### src/hdl/tcl_pkg.sv
// Package for the tapered clip limiter: payload words, sequencer states,
// divider request and response, fixed-point constants.
// No dependencies.
package tcl_pkg;

    localparam int MAX_TAPER_DEF = 16;
    localparam int SAMPLE_W      = 16;
    localparam int TAPER_W       = 5;
    localparam int DIVIDEND_W    = 28;
    localparam int DIVISOR_W     = 16;
    localparam int RATIO_W       = 16;

    localparam logic [TAPER_W-1:0]           TAPER_RESET = 5'd2;
    localparam logic signed [SAMPLE_W-1:0]   UNITY_POS   = 16'sd4096;
    localparam logic signed [SAMPLE_W-1:0]   UNITY_NEG   = -16'sd4096;
    localparam logic [DIVIDEND_W-1:0]        RECIP_NUM   = 28'h800_0000;
    localparam logic [RATIO_W:0]             UNITY_Q15   = 17'h0_8000;

    typedef struct packed {
        logic signed [SAMPLE_W-1:0] sample_in;
        logic                       block_end;
    } in_word_t;

    typedef struct packed {
        logic signed [SAMPLE_W-1:0] sample_out;
        logic                       is_last;
    } out_word_t;

    typedef struct packed {
        logic                  start;
        logic [DIVIDEND_W-1:0] dividend;
        logic [DIVISOR_W-1:0]  divisor;
    } div_req_t;

    typedef struct packed {
        logic                  done;
        logic [DIVIDEND_W-1:0] quot;
    } div_rsp_t;

    typedef enum logic [3:0] {
        BK_IDLE,
        BK_EX_CHECK,
        BK_EX_READ,
        BK_DIV_R,
        BK_DIV_INC,
        BK_NB_STEP,
        BK_NB_A,
        BK_NB_A_DATA,
        BK_NB_A_WR,
        BK_NB_B,
        BK_NB_B_DATA,
        BK_NB_B_WR,
        BK_EM_CHECK,
        BK_EM_READ,
        BK_EM_LOAD,
        BK_FINISH
    } back_state_t;

endpackage

### src/hdl/tapered_clip_limiter.sv
// Top level of the tapered clip limiter: taper register, input queue,
// window sequencer and shared divider. Depends on tcl_pkg and submodules.
//
// channel  direction  handshake            payload
// in       input      in_valid/in_ready    in_data (sample_in, block_end)
// out      output     out_valid/out_ready  out_data (sample_out, is_last)
// cfg      input      cfg_valid/cfg_ready  cfg_data (taper_steps)
//
// One item at a time in the sequencer: it examines samples, runs the
// divider twice and tapers the neighbours for each clipped sample, and
// emits words. The serial divider and the single read port of the window
// memory set its pace.
// Reset needs no clearing pass; the window memory is read only where written.
// A stalled output holds the word while the queue takes input until it is full.
module tapered_clip_limiter
    import tcl_pkg::*;
#(
    parameter int MAX_TAPER = MAX_TAPER_DEF
)
(
    input  logic               clk,
    input  logic               rst_n,
    input  logic               in_valid,
    output logic               in_ready,
    input  in_word_t           in_data,
    output logic               out_valid,
    input  logic               out_ready,
    output out_word_t          out_data,
    input  logic               cfg_valid,
    output logic               cfg_ready,
    input  logic [TAPER_W-1:0] cfg_data
);

    logic [TAPER_W-1:0] taper_reg, taper_next;
    logic               q_valid;
    logic               q_ready;
    in_word_t           q_data;
    div_req_t           div_req;
    div_rsp_t           div_rsp;

    // take config words at any time
    assign cfg_ready  = 1'b1;
    assign taper_next = (cfg_valid && cfg_ready) ? cfg_data : taper_reg;

    always_ff @(posedge clk or negedge rst_n)
    begin
        if (!rst_n)
        begin
            taper_reg <= TAPER_RESET;
        end
        else
        begin
            taper_reg <= taper_next;
        end
    end

    tcl_front u_front (
        .clk      (clk),
        .rst_n    (rst_n),
        .in_valid (in_valid),
        .in_ready (in_ready),
        .in_data  (in_data),
        .q_valid  (q_valid),
        .q_ready  (q_ready),
        .q_data   (q_data)
    );

    tcl_div u_div (
        .clk   (clk),
        .rst_n (rst_n),
        .req   (div_req),
        .rsp   (div_rsp)
    );

    tcl_back #(
        .MAX_TAPER (MAX_TAPER)
    ) u_back (
        .clk         (clk),
        .rst_n       (rst_n),
        .q_valid     (q_valid),
        .q_ready     (q_ready),
        .q_data      (q_data),
        .taper_steps (taper_reg),
        .div_req     (div_req),
        .div_rsp     (div_rsp),
        .out_valid   (out_valid),
        .out_ready   (out_ready),
        .out_data    (out_data)
    );

endmodule

### src/hdl/tcl_front.sv
// Front end: accepts input words and holds them in a two-entry queue
// ahead of the window sequencer. Depends on tcl_pkg.
module tcl_front
    import tcl_pkg::*;
(
    input  logic     clk,
    input  logic     rst_n,
    input  logic     in_valid,
    output logic     in_ready,
    input  in_word_t in_data,
    output logic     q_valid,
    input  logic     q_ready,
    output in_word_t q_data
);

    in_word_t   ent_reg [2];
    logic       wr_ptr_reg, wr_ptr_next;
    logic       rd_ptr_reg, rd_ptr_next;
    logic [1:0] count_reg, count_next;
    logic       push, pop;

    assign in_ready = (count_reg != 2'd2);
    assign q_valid  = (count_reg != 2'd0);
    assign q_data   = ent_reg[rd_ptr_reg];
    assign push     = in_valid && in_ready;
    assign pop      = q_valid && q_ready;

    // advance pointers and count
    always_comb
    begin
        wr_ptr_next = push ? ~wr_ptr_reg : wr_ptr_reg;
        rd_ptr_next = pop  ? ~rd_ptr_reg : rd_ptr_reg;
        count_next  = count_reg;
        if (push && !pop)
        begin
            count_next = count_reg + 2'd1;
        end
        else if (pop && !push)
        begin
            count_next = count_reg - 2'd1;
        end
    end

    always_ff @(posedge clk or negedge rst_n)
    begin
        if (!rst_n)
        begin
            wr_ptr_reg <= 1'b0;
            rd_ptr_reg <= 1'b0;
            count_reg  <= 2'd0;
        end
        else
        begin
            wr_ptr_reg <= wr_ptr_next;
            rd_ptr_reg <= rd_ptr_next;
            count_reg  <= count_next;
        end
    end

    // hold the queued words
    always_ff @(posedge clk)
    begin
        if (push)
        begin
            ent_reg[wr_ptr_reg] <= in_data;
        end
    end

endmodule

### src/hdl/tcl_div.sv
// Restoring divider, one quotient bit per cycle, shared by the ratio and
// the taper increment. Depends on tcl_pkg.
module tcl_div
    import tcl_pkg::*;
(
    input  logic     clk,
    input  logic     rst_n,
    input  div_req_t req,
    output div_rsp_t rsp
);

    localparam int CNT_W = $clog2(DIVIDEND_W);

    logic                  busy_reg, busy_next;
    logic                  done_reg, done_next;
    logic [CNT_W-1:0]      cnt_reg, cnt_next;
    logic [DIVISOR_W-1:0]  rem_reg, rem_next;
    logic [DIVIDEND_W-1:0] dvd_reg, dvd_next;
    logic [DIVISOR_W-1:0]  dvs_reg, dvs_next;
    logic [DIVISOR_W:0]    trial;
    logic [DIVISOR_W:0]    diff;
    logic                  ge;

    assign trial = {rem_reg, dvd_reg[DIVIDEND_W-1]};
    assign diff  = trial - {1'b0, dvs_reg};
    assign ge    = (trial >= {1'b0, dvs_reg});

    // shift one bit, subtract where the divisor fits
    always_comb
    begin
        busy_next = busy_reg;
        done_next = 1'b0;
        cnt_next  = cnt_reg;
        rem_next  = rem_reg;
        dvd_next  = dvd_reg;
        dvs_next  = dvs_reg;
        if (req.start)
        begin
            busy_next = 1'b1;
            cnt_next  = '0;
            rem_next  = '0;
            dvd_next  = req.dividend;
            dvs_next  = req.divisor;
        end
        else if (busy_reg)
        begin
            rem_next = ge ? diff[DIVISOR_W-1:0] : trial[DIVISOR_W-1:0];
            dvd_next = {dvd_reg[DIVIDEND_W-2:0], ge};
            cnt_next = cnt_reg + CNT_W'(1);
            if (cnt_reg == CNT_W'(DIVIDEND_W - 1))
            begin
                busy_next = 1'b0;
                done_next = 1'b1;
            end
        end
    end

    always_ff @(posedge clk or negedge rst_n)
    begin
        if (!rst_n)
        begin
            busy_reg <= 1'b0;
            done_reg <= 1'b0;
            cnt_reg  <= '0;
        end
        else
        begin
            busy_reg <= busy_next;
            done_reg <= done_next;
            cnt_reg  <= cnt_next;
        end
    end

    always_ff @(posedge clk)
    begin
        rem_reg <= rem_next;
        dvd_reg <= dvd_next;
        dvs_reg <= dvs_next;
    end

    assign rsp.done = done_reg;
    assign rsp.quot = dvd_reg;

endmodule

### src/hdl/tcl_back.sv
// Back end: window memory and sequencer that appends, clips and tapers
// neighbours, then emits output words. Depends on tcl_pkg and tcl_div.
module tcl_back
    import tcl_pkg::*;
#(
    parameter int MAX_TAPER = MAX_TAPER_DEF
)
(
    input  logic               clk,
    input  logic               rst_n,
    input  logic               q_valid,
    output logic               q_ready,
    input  in_word_t           q_data,
    input  logic [TAPER_W-1:0] taper_steps,
    output div_req_t           div_req,
    input  div_rsp_t           div_rsp,
    output logic               out_valid,
    input  logic               out_ready,
    output out_word_t          out_data
);

    localparam int WIN    = 2 * MAX_TAPER + 1;
    localparam int ADDR_W = $clog2(WIN);
    localparam int CNT_W  = $clog2(WIN + 1);
    localparam int J_W    = $clog2(MAX_TAPER + 2);

    back_state_t state_reg, state_next;

    logic [ADDR_W-1:0]         base_reg, base_next;
    logic [CNT_W-1:0]          fill_reg, fill_next;
    logic [CNT_W-1:0]          bsd_reg, bsd_next;
    logic [CNT_W-1:0]          cnt_reg, cnt_next;
    logic                      last_reg, last_next;
    logic [J_W-1:0]            j_reg, j_next;
    logic [RATIO_W-1:0]        r_reg, r_next;
    logic [RATIO_W-1:0]        inc_reg, inc_next;
    logic [ADDR_W-1:0]         nb_addr_reg, nb_addr_next;
    logic signed [32:0]        prod_reg, prod_next;
    logic                      out_valid_reg, out_valid_next;
    out_word_t                 out_reg, out_next;

    logic [SAMPLE_W-1:0]       mem [WIN];
    logic [SAMPLE_W-1:0]       rdata_reg;
    logic                      mem_we, mem_re;
    logic [ADDR_W-1:0]         mem_waddr, mem_raddr;
    logic [SAMPLE_W-1:0]       mem_wdata;

    logic [J_W-1:0]            n_val;
    logic [CNT_W-1:0]          limit;
    logic [CNT_W:0]            two_n;
    logic [CNT_W-1:0]          count;
    logic signed [SAMPLE_W:0]  vx;
    logic signed [SAMPLE_W:0]  magx;
    logic [CNT_W:0]            pos_fwd;
    logic [CNT_W-1:0]          pos_bwd;
    logic [RATIO_W:0]          gap;

    // fold a logical sum back into the circular window
    function automatic logic [ADDR_W-1:0] wrap_addr(input logic [ADDR_W:0] sum);
        if (sum >= (ADDR_W + 1)'(WIN))
        begin
            wrap_addr = ADDR_W'(sum - (ADDR_W + 1)'(WIN));
        end
        else
        begin
            wrap_addr = sum[ADDR_W-1:0];
        end
    endfunction

    // clamp taper to the window size
    always_comb
    begin
        if (int'(taper_steps) > MAX_TAPER)
        begin
            n_val = J_W'(MAX_TAPER);
        end
        else
        begin
            n_val = J_W'(taper_steps);
        end
    end

    // examine and emit bounds
    always_comb
    begin
        two_n = (CNT_W + 1)'(n_val) + (CNT_W + 1)'(n_val);
        if (last_reg)
        begin
            limit = fill_reg;
        end
        else if (fill_reg > CNT_W'(n_val))
        begin
            limit = fill_reg - CNT_W'(n_val);
        end
        else
        begin
            limit = '0;
        end
        if (last_reg)
        begin
            count = fill_reg;
        end
        else if ((CNT_W + 1)'(fill_reg) > two_n)
        begin
            count = CNT_W'((CNT_W + 1)'(fill_reg) - two_n);
        end
        else
        begin
            count = '0;
        end
        if (count > bsd_reg)
        begin
            count = bsd_reg;
        end
    end

    assign vx      = {rdata_reg[SAMPLE_W-1], rdata_reg};
    assign magx    = vx[SAMPLE_W] ? -vx : vx;
    assign pos_fwd = (CNT_W + 1)'(bsd_reg) + (CNT_W + 1)'(j_reg);
    assign pos_bwd = bsd_reg - CNT_W'(j_reg);
    assign gap     = UNITY_Q15 - {1'b0, div_rsp.quot[RATIO_W-1:0]};

    // sequencer: next state and datapath control
    always_comb
    begin
        state_next     = state_reg;
        base_next      = base_reg;
        fill_next      = fill_reg;
        bsd_next       = bsd_reg;
        cnt_next       = cnt_reg;
        last_next      = last_reg;
        j_next         = j_reg;
        r_next         = r_reg;
        inc_next       = inc_reg;
        nb_addr_next   = nb_addr_reg;
        prod_next      = prod_reg;
        out_next       = out_reg;
        out_valid_next = out_valid_reg && !out_ready;
        q_ready        = 1'b0;
        mem_we         = 1'b0;
        mem_re         = 1'b0;
        mem_waddr      = '0;
        mem_raddr      = '0;
        mem_wdata      = '0;
        div_req        = '0;
        unique case (state_reg)
            BK_IDLE:
            begin
                q_ready = 1'b1;
                if (q_valid)
                begin
                    if (fill_reg < CNT_W'(WIN))
                    begin
                        mem_we    = 1'b1;
                        mem_waddr = wrap_addr((ADDR_W + 1)'(base_reg)
                                              + (ADDR_W + 1)'(fill_reg));
                        mem_wdata = q_data.sample_in;
                        fill_next = fill_reg + CNT_W'(1);
                    end
                    last_next  = q_data.block_end;
                    state_next = BK_EX_CHECK;
                end
            end
            BK_EX_CHECK:
            begin
                if (bsd_reg < limit)
                begin
                    mem_re     = 1'b1;
                    mem_raddr  = wrap_addr((ADDR_W + 1)'(base_reg)
                                           + (ADDR_W + 1)'(bsd_reg));
                    state_next = BK_EX_READ;
                end
                else
                begin
                    state_next = BK_EM_CHECK;
                end
            end
            BK_EX_READ:
            begin
                if ((vx > 17'sd4096) || (vx < -17'sd4096))
                begin
                    mem_we           = 1'b1;
                    mem_waddr        = wrap_addr((ADDR_W + 1)'(base_reg)
                                                 + (ADDR_W + 1)'(bsd_reg));
                    mem_wdata        = vx[SAMPLE_W] ? UNITY_NEG : UNITY_POS;
                    div_req.start    = 1'b1;
                    div_req.dividend = RECIP_NUM;
                    div_req.divisor  = magx[DIVISOR_W-1:0];
                    state_next       = BK_DIV_R;
                end
                else
                begin
                    bsd_next   = bsd_reg + CNT_W'(1);
                    state_next = BK_EX_CHECK;
                end
            end
            BK_DIV_R:
            begin
                if (div_rsp.done)
                begin
                    r_next           = div_rsp.quot[RATIO_W-1:0];
                    div_req.start    = 1'b1;
                    div_req.dividend = DIVIDEND_W'(gap);
                    div_req.divisor  = DIVISOR_W'(n_val) + DIVISOR_W'(1);
                    state_next       = BK_DIV_INC;
                end
            end
            BK_DIV_INC:
            begin
                if (div_rsp.done)
                begin
                    inc_next   = div_rsp.quot[RATIO_W-1:0];
                    j_next     = J_W'(1);
                    state_next = BK_NB_STEP;
                end
            end
            BK_NB_STEP:
            begin
                if (j_reg > n_val)
                begin
                    bsd_next   = bsd_reg + CNT_W'(1);
                    state_next = BK_EX_CHECK;
                end
                else
                begin
                    r_next     = r_reg + inc_reg;
                    state_next = BK_NB_A;
                end
            end
            BK_NB_A:
            begin
                if (pos_fwd < (CNT_W + 1)'(fill_reg))
                begin
                    mem_re       = 1'b1;
                    mem_raddr    = wrap_addr((ADDR_W + 1)'(base_reg)
                                             + (ADDR_W + 1)'(pos_fwd));
                    nb_addr_next = mem_raddr;
                    state_next   = BK_NB_A_DATA;
                end
                else
                begin
                    state_next = BK_NB_B;
                end
            end
            BK_NB_A_DATA:
            begin
                prod_next  = $signed(rdata_reg) * $signed({1'b0, r_reg});
                state_next = BK_NB_A_WR;
            end
            BK_NB_A_WR:
            begin
                mem_we     = 1'b1;
                mem_waddr  = nb_addr_reg;
                mem_wdata  = prod_reg[30:15];
                state_next = BK_NB_B;
            end
            BK_NB_B:
            begin
                if (CNT_W'(j_reg) <= bsd_reg)
                begin
                    mem_re       = 1'b1;
                    mem_raddr    = wrap_addr((ADDR_W + 1)'(base_reg)
                                             + (ADDR_W + 1)'(pos_bwd));
                    nb_addr_next = mem_raddr;
                    state_next   = BK_NB_B_DATA;
                end
                else
                begin
                    j_next     = j_reg + J_W'(1);
                    state_next = BK_NB_STEP;
                end
            end
            BK_NB_B_DATA:
            begin
                prod_next  = $signed(rdata_reg) * $signed({1'b0, r_reg});
                state_next = BK_NB_B_WR;
            end
            BK_NB_B_WR:
            begin
                mem_we     = 1'b1;
                mem_waddr  = nb_addr_reg;
                mem_wdata  = prod_reg[30:15];
                j_next     = j_reg + J_W'(1);
                state_next = BK_NB_STEP;
            end
            BK_EM_CHECK:
            begin
                cnt_next   = count;
                state_next = BK_EM_READ;
            end
            BK_EM_READ:
            begin
                if (cnt_reg == '0)
                begin
                    state_next = BK_FINISH;
                end
                else
                begin
                    mem_re     = 1'b1;
                    mem_raddr  = base_reg;
                    state_next = BK_EM_LOAD;
                end
            end
            BK_EM_LOAD:
            begin
                if (!out_valid_reg || out_ready)
                begin
                    out_next.sample_out = rdata_reg;
                    out_next.is_last    = last_reg && (cnt_reg == CNT_W'(1));
                    out_valid_next      = 1'b1;
                    base_next  = wrap_addr((ADDR_W + 1)'(base_reg) + (ADDR_W + 1)'(1));
                    fill_next  = fill_reg - CNT_W'(1);
                    bsd_next   = bsd_reg - CNT_W'(1);
                    cnt_next   = cnt_reg - CNT_W'(1);
                    state_next = BK_EM_READ;
                end
            end
            BK_FINISH:
            begin
                if (last_reg)
                begin
                    fill_next = '0;
                    bsd_next  = '0;
                end
                state_next = BK_IDLE;
            end
            default:
            begin
                state_next = BK_IDLE;
            end
        endcase
    end

    always_ff @(posedge clk or negedge rst_n)
    begin
        if (!rst_n)
        begin
            state_reg     <= BK_IDLE;
            base_reg      <= '0;
            fill_reg      <= '0;
            bsd_reg       <= '0;
            cnt_reg       <= '0;
            last_reg      <= 1'b0;
            j_reg         <= '0;
            out_valid_reg <= 1'b0;
        end
        else
        begin
            state_reg     <= state_next;
            base_reg      <= base_next;
            fill_reg      <= fill_next;
            bsd_reg       <= bsd_next;
            cnt_reg       <= cnt_next;
            last_reg      <= last_next;
            j_reg         <= j_next;
            out_valid_reg <= out_valid_next;
        end
    end

    // hold datapath values
    always_ff @(posedge clk)
    begin
        r_reg       <= r_next;
        inc_reg     <= inc_next;
        nb_addr_reg <= nb_addr_next;
        prod_reg    <= prod_next;
        out_reg     <= out_next;
    end

    // window memory, one write and one registered read
    always_ff @(posedge clk)
    begin
        if (mem_we)
        begin
            mem[mem_waddr] <= mem_wdata;
        end
        if (mem_re)
        begin
            rdata_reg <= mem[mem_raddr];
        end
    end

    assign out_valid = out_valid_reg;
    assign out_data  = out_reg;

endmodule

### config.mk
export PLATFORM = sky130hd
export DESIGN_NAME = tapered_clip_limiter
export DESIGN_NICKNAME = d
export VERILOG_FILES = /design/src/hdl/tcl_pkg.sv /design/src/hdl/tapered_clip_limiter.sv /design/src/hdl/tcl_front.sv /design/src/hdl/tcl_div.sv /design/src/hdl/tcl_back.sv
export SDC_FILE = /design/constraint.sdc
export NUM_CORES = 2
export LEC_CHECK = 0
export BUFFER_PORTS_ARGS = -buffer_cell sky130_fd_sc_hd__buf_2
export CAP_MARGIN = 20
export CORE_AREA = 2 2 301 303
export CTS_CLUSTER_SIZE = 30
export DETAILED_ROUTE_END_ITERATION = 10
export DIE_AREA = 0 0 303 305
export PLACE_DENSITY = 0.67
export REMOVE_ABC_BUFFERS = 1
export SYNTH_ARGS = -nofsm -noshare
export SYNTH_HDL_FRONTEND = slang
export SYNTH_SLANG_ARGS = --single-unit
### constraint.sdc
create_clock -name clk -period 7 [get_ports clk]
set_input_delay 1.4 -clock clk [delete_from_list [all_inputs] [get_ports clk]]
set_output_delay 1.4 -clock clk [all_outputs]
set_load 0.05 [all_outputs]
==> impl_metrics.csv <==
group,metric,value,unit
detailed_routing,routed_wl,110000,um
worst_setup_path,cp_common_cell,"fa_1",
sta,final_max_slew_viol_count,0,
logic_synthesis,yosys-top-cells-area,"edfxtp_1 (47%), fa_1 (9.2%), ha_1 (6.6%), nand2_1 (6.0%), inv_1 (3.0%)",
worst_setup_path,crit_family,"adder cells",
worst_setup_path,r2r_start,"u_back.r_reg[7]$_DFFE_PP_",
global_routing,grt_pass1_wl,172000,um
logic_synthesis,synth_most_common_cell,"nand2_1",
cts,cts_buffers,83,
cts,cts.reportedPaths.clkPinSlew,0.07,ns
logic_synthesis,ys_seq_area_frac,0.507,
worst_setup_path,endpoint,"u_back.prod_reg[27]$_DFFE_PP_",
sta,max_freq,150,MHz
final_layout,antenna_cells,0,
worst_setup_path,r2r_end,"u_back.prod_reg[27]$_DFFE_PP_",
detailed_routing,drc,5,
worst_setup_path,cp_data_required_time,7.40,ns
placed_design,dp.cells,5106,
worst_setup_path,crit_slowest_cell,"fa_1",
worst_setup_path,worstPathArrival,7.05,ns
logic_synthesis,synth_edf_count,693,
floorplanning,core.rowCount,110,
floorplanning,core,89300,um2
final_layout,layout-drive-gt1-share,0.100,
floorplanning,die_x,303,um
floorplanning,die_area,92400,um2
cts,cts_buffer_depth,3,
floorplanning,ios,47,
job,maxCapViolCount,0,
placed_design,postPlaceCellArea,46300,um2
sta,hold_violations,0,
worst_setup_path,startpoint,"u_back.r_reg[7]$_DFFE_PP_",
placed_design,gp_congestion,0.872,
detailed_routing,vias,29900,
logic_synthesis,syn_area,44200,um2
sta,setup_viol,0,
worst_setup_path,crit_path_max_incr_delay,0.56,ns
logic_synthesis,netlist-cell-type-count,86,
logic_synthesis,yosysWarnings,0,
floorplanning,dieHeight,305,um
floorplanning,initial_utilization,0.495,
final_layout,fin_area,49200,um2
final_layout,final_cell_count_no_fill,5262,
final_layout,layout.nets,4491,
logic_synthesis,syn-instance-count,3936,
logic_synthesis,yosys.area.top_type_share,0.471,
logic_synthesis,async_reset_ff_frac,0.0671,
worst_setup_path,crit_buf_inv,5,
outcome,violations,"design-rule violations",
sta,fin_crit_sh,0.950,
placed_design,port-buffer-count,45,
sta,min_period,6.65,ns
sta,slew_headroom,0.241,
cts,cts_root_buf,"clkbuf_16",
logic_synthesis,synth_common_cells,"nand2_1 (703), edfxtp_1 (693), inv_1 (359)",
worst_setup_path,r2r_setup_slack,0.35,ns
global_routing,grt.overflow.total,0,
detailed_routing,drt_iter0_markers,2810,
global_routing,track_usage,0.241,
sta,clock_skew,0.0208,ns
cts,cts.sinks,760,
placed_design,dp_hpwl,75600,um
final_layout,syn_to_final_growth,11.2,%
cts,htree_levels,3,
worst_setup_path,worst_setup_path_end_kind,"flip-flop",
worst_setup_path,path_cells,"buf_4 > and2_1 > fa_1 > inv_1 > fa_1 > fa_1 > fa_1 > inv_1 > fa_1 > inv_1 > fa_1 > inv_1 > ha_1 > o221ai_1 > o211ai_1 > a31oi_2 > o22ai_1 > nor2_1 > o21ai_0 > a21oi_1 > o211a_1",
global_routing,grt_pass1_vias,30000,
detailed_routing,ant_nets,0,
cts,insertion_delay,0.66,ns
detailed_routing,wl_per_cell,20.8,um
logic_synthesis,synthFlopType,"edfxtp_1",
worst_setup_path,reg2regPathDepth,21,
worst_setup_path,crit_path_max_fanout,8,
cts,cts_tree,"done",
detailed_routing,drt_pre_antenna_iters,9,
sta,rsz0062_at_grt,"true",
worst_setup_path,start_kind,"flip-flop",
detailed_routing,viasPerCell,5.69,
worst_setup_path,crit_type,"reg -> reg",
outcome,status,"finished, violations left",
final_layout,largest_register_ffs,528,
logic_synthesis,synth_area_leader_cell,"edfxtp_1",
sta,worst_pin_slew,1.12,ns
worst_setup_path,critical_path_depth,21,
logic_synthesis,synth.avg_cell_area,11.2,um2
logic_synthesis,synth-seq-cells,760,
global_routing,antenna_found_initial,2,
global_routing,grt_start_max_net_pins,88,
hold_path,hp-class,"reg -> reg",
[worst register-to-register path, stage by stage, from the launching register on]
cell and delay (ns):
edfxtp_1 0.51, buf_4 0.22, and2_1 0.16, fa_1 0.53
inv_1 0.06, fa_1 0.56, fa_1 0.44, fa_1 0.49
inv_1 0.05, fa_1 0.52, inv_1 0.05, fa_1 0.52
inv_1 0.04, ha_1 0.26, o221ai_1 0.18, o211ai_1 0.54
a31oi_2 0.22, o22ai_1 0.28, nor2_1 0.11, o21ai_0 0.30
a21oi_1 0.16, o211a_1 0.23
[cell type report]
cell class                      instances  area (um2)
Timing Repair Buffer                  193        1520
Multi-Input combinational cell       2629       19800
Tap cell                             1176        1470
Sequential cell                       760       22400
Fill cell                            7501       40200
Clock buffer                          100        2180
Inverter                              360        1350
Clock inverter                         44         463
[metal layers]
metal  up-vias  part of all wire  track usage
met1     14900              0.43        0.337
met3       153             0.063       0.0292
met4         0             0.026       0.0669
met5         -                 0            0
li1      13900                 -            -
met2       994              0.48        0.396
[metrics by stage]
step                hold slack, ns  setup TNS [ns]  setup slack (ns)   util
floorplan                    0.450          -95.15             -6.05      -
global placement             0.468               0             0.337  0.519
detailed placement           0.479               0             0.212  0.519
CTS                          0.489               0             0.182  0.548
global route                 0.512         -0.0261           -0.0261  0.550
finish                       0.485               0             0.351  0.550
[what timing repair did]
action / CTS / global route
setup buffers: 0 / 11
endpoints found under the setup margin: 0 / 5
gates resized for setup: 0 / 2
hold buffers: 0 / 0
hold endpoints to repair: 0 / 0
[cells in the final DEF (no fill, tap or decap), drive strengths merged, types with 15 or more instances in the layout]
master	instances
nand2	705
edfxtp	693
inv	366
nor2	235
ha	233
fa	204
buf	193
o21ai	129
and2	118
clkbuf	100
a21oi	92
nand3	92
mux2	78
o211ai	72
xnor2	67
a311oi	64
mux2i	57
xor2	57
dfrtp	50
nor3	36
a21o	34
nand2b	32
clkinv	30
and3	24
nor2b	19
or3	19
or4	18
a221o	18
nand4	17
a21boi	17
a211oi	17
dfxtp	16
o31ai	15
a41oi	15
[kinds of logic after synthesis]
| family | count (synthesis) | share of synthesized area |
|---|---|---|
| AOI/OAI and AO/OA | 576 | 0.0907 |
| xor gates and xnor gates | 124 | 0.0246 |
| adders and majority gates | 437 | 0.158 |
| buffers and inverters | 547 | 0.0488 |
| DFF | 760 | 0.507 |
| muxes | 135 | 0.0336 |
| other | 1 | 0.0000848 |
| and+or+nand+nor | 1356 | 0.137 |
[worst min path at each step]
stage / slack, ns / endpoint / startpoint / depth (start not counted)
finish: 0.48 / u_div.rem_reg[14]$_SDFFE_PP0P_ / u_div.rem_reg[14]$_SDFFE_PP0P_ / 2
global route: 0.51 / u_div.rem_reg[14]$_SDFFE_PP0P_ / u_div.rem_reg[14]$_SDFFE_PP0P_ / 2
CTS: 0.49 / u_div.rem_reg[14]$_SDFFE_PP0P_ / u_div.rem_reg[14]$_SDFFE_PP0P_ / 2
detailed placement: 0.48 / u_div.rem_reg[15]$_SDFFE_PP0P_ / u_div.rem_reg[15]$_SDFFE_PP0P_ / 1
global placement: 0.47 / u_div.rem_reg[14]$_SDFFE_PP0P_ / u_div.rem_reg[14]$_SDFFE_PP0P_ / 2
floorplan: 0.45 / u_div.rem_reg[15]$_SDFFE_PP0P_ / u_div.rem_reg[15]$_SDFFE_PP0P_ / 1
Power is not shown: default switching activity piles up to over one toggle a cycle in this logic, so the estimate is an artifact.
